### config.mk
export PLATFORM = sky130hd
export DESIGN_NAME = base64_stream_decoder_top
export DESIGN_NICKNAME = d
export VERILOG_FILES = /design/src/rtl/core/b64d_pkg.sv /design/src/rtl/core/b64d_front.sv /design/src/rtl/core/b64d_fifo.sv /design/src/rtl/core/b64d_back.sv /design/src/rtl/core/base64_stream_decoder_top.sv
export SDC_FILE = /design/constraint.sdc
export NUM_CORES = 1
export LEC_CHECK = 0
export BUFFER_PORTS_ARGS = -buffer_cell sky130_fd_sc_hd__buf_2
export CORE_ASPECT_RATIO = 2
export CORE_MARGIN = 3
export CORE_UTILIZATION = 53
export DETAILED_ROUTE_END_ITERATION = 10
export GPL_ROUTABILITY_DRIVEN = 0
export HOLD_SLACK_MARGIN = 0.03
export PLACE_DENSITY = 0.7
export SLEW_MARGIN = 10
export SYNTH_ARGS = -nofsm -noshare
export SYNTH_HDL_FRONTEND = slang
export SYNTH_SLANG_ARGS = --single-unit
### constraint.sdc
create_clock -name clk_i -period 3.3 [get_ports clk_i]
set_clock_uncertainty 0.2 [all_clocks]
set_input_delay 0 -clock clk_i [delete_from_list [all_inputs] [get_ports clk_i]]
set_output_delay 0 -clock clk_i [all_outputs]
set_load 0.02 [all_outputs]
### src/rtl/core/b64d_pkg.sv
// shared types and constants for the base64 stream decoder
// no dependencies; imported by every module of the block but the checker
package b64d_pkg;

  localparam logic [7:0] PAD_CHAR = 8'h3D;

  // one queued job: a complete group to emit, or the error marker
  typedef struct packed {
    logic [23:0] word;
    logic [1:0]  count;
    logic        last;
    logic        err;
  } b64d_job_t;

  // bit 6 set when the character is outside the alphabet
  function automatic logic [6:0] b64d_sextet(input logic [7:0] ch);
    logic [6:0] res;
    res = 7'h40;
    if (ch inside {[8'h41:8'h5A]}) begin
      res = {1'b0, 6'(ch - 8'h41)};
    end else if (ch inside {[8'h61:8'h7A]}) begin
      res = {1'b0, 6'(ch - 8'd71)};
    end else if (ch inside {[8'h30:8'h39]}) begin
      res = {1'b0, 6'(ch + 8'd4)};
    end else if (ch == 8'h2B) begin
      res = {1'b0, 6'd62};
    end else if (ch == 8'h2F) begin
      res = {1'b0, 6'd63};
    end
    return res;
  endfunction

endpackage

### src/rtl/core/b64d_front.sv
// front end: takes characters, checks padding and length, builds groups
// depends on b64d_pkg; pushes jobs into the job queue
module b64d_front import b64d_pkg::*; (
  input  logic       clk_i,
  input  logic       rst_ni,
  input  logic       in_valid_i,
  input  logic [7:0] char_code_i,
  input  logic       is_final_char_i,
  input  logic       q_full_i,
  output logic       in_stall_o,
  output logic       push_o,
  output b64d_job_t  job_o
);

  logic [1:0]  pos_q, pos_d;
  logic [17:0] acc_q, acc_d;
  logic        pad3_q, pad3_d;
  logic        err_q, err_d;

  logic [6:0] sx;
  logic [5:0] val;
  logic       is_pad;
  logic       err_n;
  logic       pad3_n;
  logic       group_done;
  logic       accept;

  assign in_stall_o = q_full_i;
  assign accept     = in_valid_i && !q_full_i;

  always_comb begin
    sx     = b64d_sextet(char_code_i);
    is_pad = (char_code_i == PAD_CHAR);
    val    = sx[5:0];
    err_n  = err_q;
    pad3_n = pad3_q;
    if (!err_q) begin
      // padding is only a zero sextet in the third or fourth place
      if (is_pad && pos_q[1]) begin
        val = '0;
      end else if (sx[6]) begin
        err_n = 1'b1;
      end
      if (!err_n) begin
        if (pos_q == 2'd2 && is_pad) pad3_n = 1'b1;
        if (pos_q == 2'd3) begin
          if (is_pad && !is_final_char_i) err_n = 1'b1;
          if (!is_pad && pad3_q) err_n = 1'b1;
        end
        if (is_final_char_i && pos_q != 2'd3) err_n = 1'b1;
      end
    end
    group_done = !err_n && (pos_q == 2'd3);

    job_o.word  = {acc_q, val};
    job_o.last  = is_final_char_i;
    job_o.err   = 1'b0;
    job_o.count = 2'd3;
    if (is_final_char_i) begin
      if (pad3_q) begin
        job_o.count = 2'd1;
      end else if (is_pad) begin
        job_o.count = 2'd2;
      end
    end
    if (is_final_char_i && err_n) begin
      job_o.word  = '0;
      job_o.count = 2'd1;
      job_o.err   = 1'b1;
    end
    push_o = accept && (group_done || (is_final_char_i && err_n));

    pos_d  = pos_q;
    acc_d  = acc_q;
    pad3_d = pad3_q;
    err_d  = err_q;
    if (accept) begin
      if (is_final_char_i) begin
        pos_d  = '0;
        acc_d  = '0;
        pad3_d = 1'b0;
        err_d  = 1'b0;
      end else if (err_n) begin
        err_d = 1'b1;
      end else if (pos_q != 2'd3) begin
        acc_d  = {acc_q[11:0], val};
        pos_d  = pos_q + 2'd1;
        pad3_d = pad3_n;
      end else begin
        pos_d  = '0;
        acc_d  = '0;
        pad3_d = 1'b0;
      end
    end
  end

  always_ff @(posedge clk_i or negedge rst_ni) begin
    if (!rst_ni) begin
      pos_q  <= '0;
      acc_q  <= '0;
      pad3_q <= 1'b0;
      err_q  <= 1'b0;
    end else begin
      pos_q  <= pos_d;
      acc_q  <= acc_d;
      pad3_q <= pad3_d;
      err_q  <= err_d;
    end
  end

endmodule

### src/rtl/core/b64d_fifo.sv
// short job queue between front and back end
// depends on b64d_pkg for the job type
module b64d_fifo import b64d_pkg::*; #(
  parameter int unsigned DEPTH = 4
) (
  input  logic      clk_i,
  input  logic      rst_ni,
  input  logic      push_i,
  input  b64d_job_t push_data_i,
  output logic      full_o,
  input  logic      pop_i,
  output logic      valid_o,
  output b64d_job_t head_o
);

  localparam int unsigned AW = (DEPTH > 1) ? $clog2(DEPTH) : 1;

  b64d_job_t       mem_q [DEPTH];
  logic [AW-1:0]   wr_ptr_q, wr_ptr_d;
  logic [AW-1:0]   rd_ptr_q, rd_ptr_d;
  logic [AW:0]     cnt_q, cnt_d;
  logic            do_push, do_pop;

  assign full_o  = (cnt_q == (AW + 1)'(DEPTH));
  assign valid_o = (cnt_q != '0);
  assign head_o  = mem_q[rd_ptr_q];
  assign do_push = push_i && !full_o;
  assign do_pop  = pop_i && valid_o;

  always_comb begin
    wr_ptr_d = wr_ptr_q;
    rd_ptr_d = rd_ptr_q;
    cnt_d    = cnt_q;
    if (do_push) begin
      wr_ptr_d = (wr_ptr_q == AW'(DEPTH - 1)) ? '0 : wr_ptr_q + AW'(1);
    end
    if (do_pop) begin
      rd_ptr_d = (rd_ptr_q == AW'(DEPTH - 1)) ? '0 : rd_ptr_q + AW'(1);
    end
    if (do_push && !do_pop) begin
      cnt_d = cnt_q + (AW + 1)'(1);
    end else if (do_pop && !do_push) begin
      cnt_d = cnt_q - (AW + 1)'(1);
    end
  end

  always_ff @(posedge clk_i) begin
    if (do_push) begin
      mem_q[wr_ptr_q] <= push_data_i;
    end
  end

  always_ff @(posedge clk_i or negedge rst_ni) begin
    if (!rst_ni) begin
      wr_ptr_q <= '0;
      rd_ptr_q <= '0;
      cnt_q    <= '0;
    end else begin
      wr_ptr_q <= wr_ptr_d;
      rd_ptr_q <= rd_ptr_d;
      cnt_q    <= cnt_d;
    end
  end

endmodule

### src/rtl/core/b64d_back.sv
// back end: splits each queued group into bytes, one per cycle while out_stall_i is low
// depends on b64d_pkg; drives the registered output channel
module b64d_back import b64d_pkg::*; (
  input  logic       clk_i,
  input  logic       rst_ni,
  input  logic       q_valid_i,
  input  b64d_job_t  head_i,
  output logic       pop_o,
  output logic       out_valid_o,
  input  logic       out_stall_i,
  output logic [7:0] data_byte_o,
  output logic       byte_valid_o,
  output logic       end_of_output_o,
  output logic       decode_error_o
);

  logic [1:0] idx_q, idx_d;
  logic       vld_q, vld_d;
  logic [7:0] data_q, data_d;
  logic       bv_q, bv_d;
  logic       last_q, last_d;
  logic       err_q, err_d;
  logic       load;
  logic       done;
  logic [7:0] sel_byte;

  assign load = q_valid_i && (!vld_q || !out_stall_i);
  assign done = head_i.err || (idx_q == 2'(head_i.count - 2'd1));
  assign pop_o = load && done;

  always_comb begin
    case (idx_q)
      2'd0:    sel_byte = head_i.word[23:16];
      2'd1:    sel_byte = head_i.word[15:8];
      default: sel_byte = head_i.word[7:0];
    endcase

    idx_d  = idx_q;
    vld_d  = vld_q;
    data_d = data_q;
    bv_d   = bv_q;
    last_d = last_q;
    err_d  = err_q;
    if (load) begin
      vld_d  = 1'b1;
      data_d = head_i.err ? 8'h00 : sel_byte;
      bv_d   = !head_i.err;
      last_d = head_i.last && done;
      err_d  = head_i.err;
      idx_d  = done ? 2'd0 : idx_q + 2'd1;
    end else if (!out_stall_i) begin
      vld_d = 1'b0;
    end
  end

  always_ff @(posedge clk_i or negedge rst_ni) begin
    if (!rst_ni) begin
      idx_q <= '0;
      vld_q <= 1'b0;
    end else begin
      idx_q <= idx_d;
      vld_q <= vld_d;
    end
  end

  always_ff @(posedge clk_i) begin
    data_q <= data_d;
    bv_q   <= bv_d;
    last_q <= last_d;
    err_q  <= err_d;
  end

  assign out_valid_o     = vld_q;
  assign data_byte_o     = data_q;
  assign byte_valid_o    = bv_q;
  assign end_of_output_o = last_q;
  assign decode_error_o  = err_q;

endmodule

### src/rtl/core/base64_stream_decoder_top.sv
// throughput: one character per cycle in while in_stall_o is low; one byte per cycle
// out while out_stall_i is low, at most three per group
// the byte splitter in the back end sets the output rate; the job queue absorbs bursts
// reset (rst_ni, asynchronous, active low) clears group state, queue pointers and out valid
// top level of the base64 stream decoder; depends on b64d_pkg, b64d_front,
// b64d_fifo and b64d_back
module base64_stream_decoder_top import b64d_pkg::*; #(
  parameter int unsigned QUEUE_DEPTH = 4
) (
  input  logic       clk_i,
  input  logic       rst_ni,
  input  logic       in_valid_i,
  output logic       in_stall_o,
  input  logic [7:0] char_code_i,
  input  logic       is_final_char_i,
  output logic       out_valid_o,
  input  logic       out_stall_i,
  output logic [7:0] data_byte_o,
  output logic       byte_valid_o,
  output logic       end_of_output_o,
  output logic       decode_error_o
);

  b64d_job_t push_job;
  b64d_job_t head_job;
  logic      push;
  logic      q_full;
  logic      q_valid;
  logic      pop;

  b64d_front u_front (
    .clk_i           (clk_i),
    .rst_ni          (rst_ni),
    .in_valid_i      (in_valid_i),
    .char_code_i     (char_code_i),
    .is_final_char_i (is_final_char_i),
    .q_full_i        (q_full),
    .in_stall_o      (in_stall_o),
    .push_o          (push),
    .job_o           (push_job)
  );

  b64d_fifo #(
    .DEPTH (QUEUE_DEPTH)
  ) u_fifo (
    .clk_i       (clk_i),
    .rst_ni      (rst_ni),
    .push_i      (push),
    .push_data_i (push_job),
    .full_o      (q_full),
    .pop_i       (pop),
    .valid_o     (q_valid),
    .head_o      (head_job)
  );

  b64d_back u_back (
    .clk_i           (clk_i),
    .rst_ni          (rst_ni),
    .q_valid_i       (q_valid),
    .head_i          (head_job),
    .pop_o           (pop),
    .out_valid_o     (out_valid_o),
    .out_stall_i     (out_stall_i),
    .data_byte_o     (data_byte_o),
    .byte_valid_o    (byte_valid_o),
    .end_of_output_o (end_of_output_o),
    .decode_error_o  (decode_error_o)
  );

endmodule

== After elaboration in Yosys (flattened, before gate mapping) ==
Memory sizes are Yosys's and may differ from the RTL's.
Cells that the tools add are included.
Cells by class
  $add $sub $neg: 10
  magnitude comparators: 6
  equal/unequal tests: 16
  multiplexer cells: 45
  reductions and logical operators: 38
Operator list (count)
  two-way mux 18 bit: 3
  two-way mux 7 bit: 5
  two-way mux 26 bit: 1
  == test 8 x 6 -> 1 bit (second input constant): 3
  two-way mux 1 bit: 23
  logical AND 1 bit: 19
  >= comparator 8 x 7 -> 1 bit (second input constant): 2
  <= comparator 8 x 7 -> 1 bit (second input constant): 2
  two-way mux 2 bit: 8
  one-hot mux 8 bit (2 select lines): 1
  two-way mux 6 bit: 2
  zero test 1 bit: 9
  adder 2 x 1 -> 2 bit (second input constant): 4
  == test 2 bit (second input constant): 4
  >= comparator 8 x 6 -> 1 bit (second input constant): 1
  <= comparator 8 x 6 -> 1 bit (second input constant): 1
  adder 6 x 3 -> 6 bit (second input constant): 1
  two-way mux 3 bit: 2
  inequality test 3 bit (second input constant): 2
  subtractor 6 x 1 -> 6 bit (second input constant): 1
  subtractor 6 x 3 -> 6 bit (second input constant): 1
  AND reduction 5 bit: 1
  inequality test 2 bit (second input constant): 2
  AND reduction 2 bit: 2
  other kinds (12): 15
Storage, ports and cells
  register bits after elaboration: 43
  bits in writable memories: 112
  logic and storage cells: 129
  memories kept: 1
Memories
  u_fifo.mem_q: words 4, width 28, read ports 1, clocked after Yosys merged registers in 0, wr ports 1, RTL line b64d_fifo.sv:18  | b64d_job_t mem_q [DEPTH];

== Longest topological paths before layout ==
  depth after elaboration: 20
  gate-level depth with buffers: 14
  gate-level depth less buffers: 13

== Cells and area by module ==
Synthesis repeated with hierarchy kept, for this count alone.
Unflattened totals
  cells, all modules: 457
  area, all modules: 7046.8 µm²
Modules (own cells, without submodules)
  b64d_fifo: instances 1, cells an instance 183, area each 4514.3 µm²
  b64d_front: instances 1, cells an instance 214, area each 1841.8 µm²
  b64d_back: instances 1, cells an instance 60, area each 690.7 µm²

== Worst setup path after synthesis ==
Ideal clock, no wire load.
  path kind: register to register
  from: reg u_fifo.rd_ptr_q[0]
  to: reg u_fifo.cnt_q[2]
  setup time: 79 ps
  arrival time: 2638 ps
  data required time: 3021 ps
  setup slack: 383 ps
  stages on the path, launching flop included: 13
  buffers on the path: 2
  path through: dfrtp_1 -> buf_4 -> mux4_2 -> buf_2 -> inv_1 -> o221ai_1 -> nand2_1 -> ha_1 -> inv_1 -> fa_1 -> xor2_1 -> nor2_1 -> xor2_1
RTL lines
  from (decl): RTL line b64d_fifo.sv:20  | logic [AW-1:0] rd_ptr_q, rd_ptr_d;
  from (signal assigned): RTL line b64d_fifo.sv:60  | rd_ptr_q <= rd_ptr_d;
  to (signal assigned): RTL line b64d_fifo.sv:61  | cnt_q <= cnt_d;
  to (decl): RTL line b64d_fifo.sv:21  | logic [AW:0] cnt_q, cnt_d;

== Worst setup path after layout ==
  from: in char_code_i[2]
  to: reg u_fifo.cnt_q[1]
Between the ends
  elaborated cells between the ends (all ways): 41
  those cells by class: order compare (6); eq/ne (3); mux (15); reduce/logical (17)
RTL lines
  from (decl): RTL line base64_stream_decoder_top.sv:14  | input logic [7:0] char_code_i,
  branches (longest 9 deep; another with >= comparator 8 x 6 -> 1 bit)
  two-way mux 1 bit (*): RTL line b64d_front.sv:44  | if (!err_n) begin
  two-way mux 1 bit (*): RTL line b64d_front.sv:37  | if (!err_q) begin
  zero test 1 bit: RTL line b64d_front.sv:53  | group_done = !err_n && (pos_q == 2'd3);
  logical AND 1 bit: RTL line b64d_front.sv:53
  logical OR 1 bit (*): RTL line b64d_front.sv:71  | push_o = accept && (group_done || (is_final_char_i && err_n));
  logical AND 1 bit (*): RTL line b64d_front.sv:71
  logical AND 1 bit (*): RTL line b64d_fifo.sv:27  | assign do_push = push_i && !full_o;
  named net u_fifo.do_push: RTL line b64d_fifo.sv:22  | logic do_push, do_pop;
  logical AND 1 bit (*): RTL line b64d_fifo.sv:40  | if (do_push && !do_pop) begin
  two-way mux 3 bit (*): RTL line b64d_fifo.sv:40
  named net u_fifo.cnt_d[1]: RTL line b64d_fifo.sv:21
Mark *: on every way through the listed nets, which the timed path passes. The select of a mux whose other input is x is not followed.
A chain may end at the register's enable or synchronous reset.

==> flow_summary_export.csv <==
group,metric,value,unit
synthesis,synthTopCellsByCount,"123 x edfxtp_1, 37 x nand2_1, 32 x dfrtp_1",
drt,drcViolationCount,0,
sta,setup_viol,0,
synthesis,async_flop_share,20.6,%
critical_path,r2r-end,"u_fifo.cnt_q[1]$_DFFE_PN0P_",
sta,min_period,3.12,ns
drt,finalWirelength,14400,µm
clock_tree,cts_htree_levels,4,
worst_hold_path,hold_depth,6,
worst_hold_path,hp-class,"input pin to flop",
cells_and_area,final_cells,684,
critical_path,cp.required,3.40,ns
job,cap_viol_max_count,0,
synthesis,synth.distinct_cells,64,
clock_tree,cts_tree,"done",
sta,tns,0,ns
synthesis,synth.most_common_cell,"edfxtp_1",
floorplanning,dieArea,14800,µm²
run_status,status,"complete, no violations",
synthesis,ys.flop_type,"edfxtp_1",
sta,post-route-period-util,94.5,%
placement,hpwl,9530,µm
sta,fmax,321,MHz
sta,whs,0.0509,ns
floorplanning,boundaryPins,26,
critical_path,r2r_cells,9,
synthesis,synth_area_leader_cell,"edfxtp_1",
grt,grt_max_degree,29,
critical_path,reg2reg_slack,0.32,ns
grt,grt_pass1_wl,23100,µm
clock_tree,numCtsBuffers,17,
drt,dr.pass1.iters,5,
grt,grt_overflow,0,
clock_tree,insertion_delay,0.42,ns
synthesis,synthTopCellsByArea,"edfxtp_1 52%, dfrtp_1 11%, mux4_2 8.9%",
synthesis,synth_fp_nets,505,
critical_path,r2r_start,"u_fifo.rd_ptr_q[0]$_DFFE_PN0P_",
clock_tree,cts_root_buffer,"clkbuf_16",
sta,hold_viol,0,
power,powerDensity,755,nW/µm²
worst_hold_path,worstHoldStart,"char_code_i[0]",
clock_tree,cts_max_path_buffers,2,
worst_hold_path,worstHoldEndpoint,"u_front.acc_q[5]$_DFFE_PN0P_",
clock_tree,cts_setup_buffers,0,
floorplanning,die_y,169,µm
synthesis,synth_cells,472,
grt,grt_pass1_vias,4327,
synthesis,synth.cell_area,7050,µm²
sta,maxSlewViolCount,0,
synthesis,synth_edf_count,123,
grt,grt_usage,20.8,%
floorplanning,rows,59,
drt,drt-initial-drc-count,324,
critical_path,critical_path_class,"input pin to flop",
sta,worst_slew_pin_slew,0.722,ns
cells_and_area,area_growth,14.6,%
cells_and_area,layout-drive-gt1-share,24.4,%
floorplanning,start_util,54.3,%
critical_path,path_max_fanout,11,
critical_path,cp-end-kind,"flop",
floorplanning,core,13000,µm²
power,vdd_drop_max,587,µV
grt,antenna_found_initial,0,
synthesis,seq_area_frac_synth,63.7,%
placement,dp_cells,642,
clock_tree,clk_pin_slew_worst_paths,0.06,ns
critical_path,crit_arrival,3.22,ns
sta,rsz0062_at_grt,"false",
sta,maxSlewHeadroom,51.7,%
drt,vias,4174,
placement,io_buffers,25,
synthesis,synth_top_area_share,52.4,%
floorplanning,die_width,87.6,µm
clock_tree,cts_sinks,155,
critical_path,crit_start,"char_code_i[2]",
cells_and_area,final_util,62.2,%
power,p_leak,0.00294,µW
power,p_total,6100,µW
drt,ant_nets,0,
cells_and_area,diodes,0,
critical_path,worst_setup_path_start_kind,"input pin",
synthesis,synth_area_per_cell,14.9,µm²
drt,via_per_inst,6.10,
synthesis,yosysWarnings,0,
synthesis,synth-seq-cells,155,
cells_and_area,nNetsFinal,552,
drt,post_drt_wl_per_cell,21.0,µm
[per-layer routing]
metal  wire, µm  vias to the layer above  track usage [%]
li1           -                     1908                -
met1       5170                     2134             23.7
met2       8400                      100             38.2
met3        438                       32             2.97
met4        386                        0             8.42
met5          0                        -                0
[per-stage QoR]
| stage | setup WS [ns] | instance area (µm²) |
|---|---|---|
| final | 0.182 | 8080 |
| after global routing | 0.00540 | 8080 |
| after CTS | 0.130 | 8080 |
| after detailed placement | 0.247 | 7410 |
| after global placement | 0.332 | 7410 |
| after floorplan | 0.383 | 7050 |
[registers in the layout, summed over array words and instances (netlist names)]
signal,count
u_fifo.rd_ptr_q,2
u_fifo.cnt_q,3
u_back.end_of_output_o,1
u_front.acc_q,18
u_fifo.wr_ptr_q,2
u_back.out_valid_o,1
u_back.data_byte_o,8
u_front.pos_q,2
u_fifo.mem_q,112
u_back.byte_valid_o,1
u_back.decode_error_o,1
u_front.pad3_q,1
u_front.err_q,1
u_back.idx_q,2
[cells by family (layout without fill, tap and decap cells)]
kind of cell / Yosys count / count (layout) / share of synthesized area (%)
AO/OA/AOI/OAI: 81 / 81 / 8.68
XOR/XNOR: 10 / 10 / 1.24
adder cells (fa/ha/maj): 20 / 20 / 3.66
buffers and inverters: 38 / 98 / 2.63
flip-flops: 155 / 155 / 63.7
multiplexers: 33 / 33 / 9.74
AND/OR/NAND/NOR: 135 / 135 / 10.3
[area by class of cell]
| cell class | instances | area [µm²] |
|---|---|---|
| clock buffer | 18 | 429 |
| timing repair buffer | 51 | 395 |
| sequential | 155 | 4500 |
| clock inverter | 14 | 136 |
| inverter | 15 | 56.3 |
| fill | 1008 | 4910 |
| multi-input combinational | 279 | 2380 |
| tap | 152 | 190 |
[cells in the final DEF, fill, tap and decap left out, types with 6 or more instances in the layout]
cell type and instances:
edfxtp_1 123, nand2_1 37, dfrtp_1 31, mux4_2 28, buf_2 25, and2_1 23
nand3_1 22, ha_1 19, clkbuf_16 17, nor2_1 16, a21oi_1 15, inv_1 14
buf_4 12, o21ai_2 10, dlygate4sd3_1 10, a22oi_1 8, xnor2_1 7, a31oi_1 7
nand2b_1 6, nor2b_1 6, o21ai_0 6
[timing repair]
| item | CTS | global route |
|---|---|---|
| setup endpoints to repair | 0 | 6 |
| hold endpoints to repair | 65 | 0 |
| hold buffers | 10 | 0 |
| gates resized for setup | 0 | 1 |
[report_power, final]
group,total [µW],switching (µW),internal (µW)
clock,1850,794,1050
sequential,2600,136,2460
combinational,1660,932,728
[worst max path at each step]
stage / endpoint / slack [ns] / depth (start not counted)
3_3_place_gp: u_fifo.cnt_q[1]$_DFFE_PN0P_ / 0.33 / 13
6_report: u_fifo.cnt_q[1]$_DFFE_PN0P_ / 0.18 / 13
5_1_grt: u_fifo.mem_q[2][8]$_DFFE_PP_ / 0.005 / 11
2_1_floorplan: u_fifo.cnt_q[2]$_DFFE_PN0P_ / 0.38 / 12
3_5_place_dp: u_fifo.cnt_q[1]$_DFFE_PN0P_ / 0.25 / 13
4_1_cts: u_fifo.cnt_q[1]$_DFFE_PN0P_ / 0.13 / 14
[worst max-delay path: stages]
cell           delay (ns)
dlygate4sd3_1        0.53
buf_2                0.18
inv_1                0.14
ha_1                 0.24
a21oi_1              0.12
o311a_1              0.38
and2_4               0.19
nor3_2               0.36
o21ai_4              0.11
ha_1                 0.22
inv_1                0.08
fa_1                 0.40
mux2_2               0.26
Power figures use the tool's default switching activity.
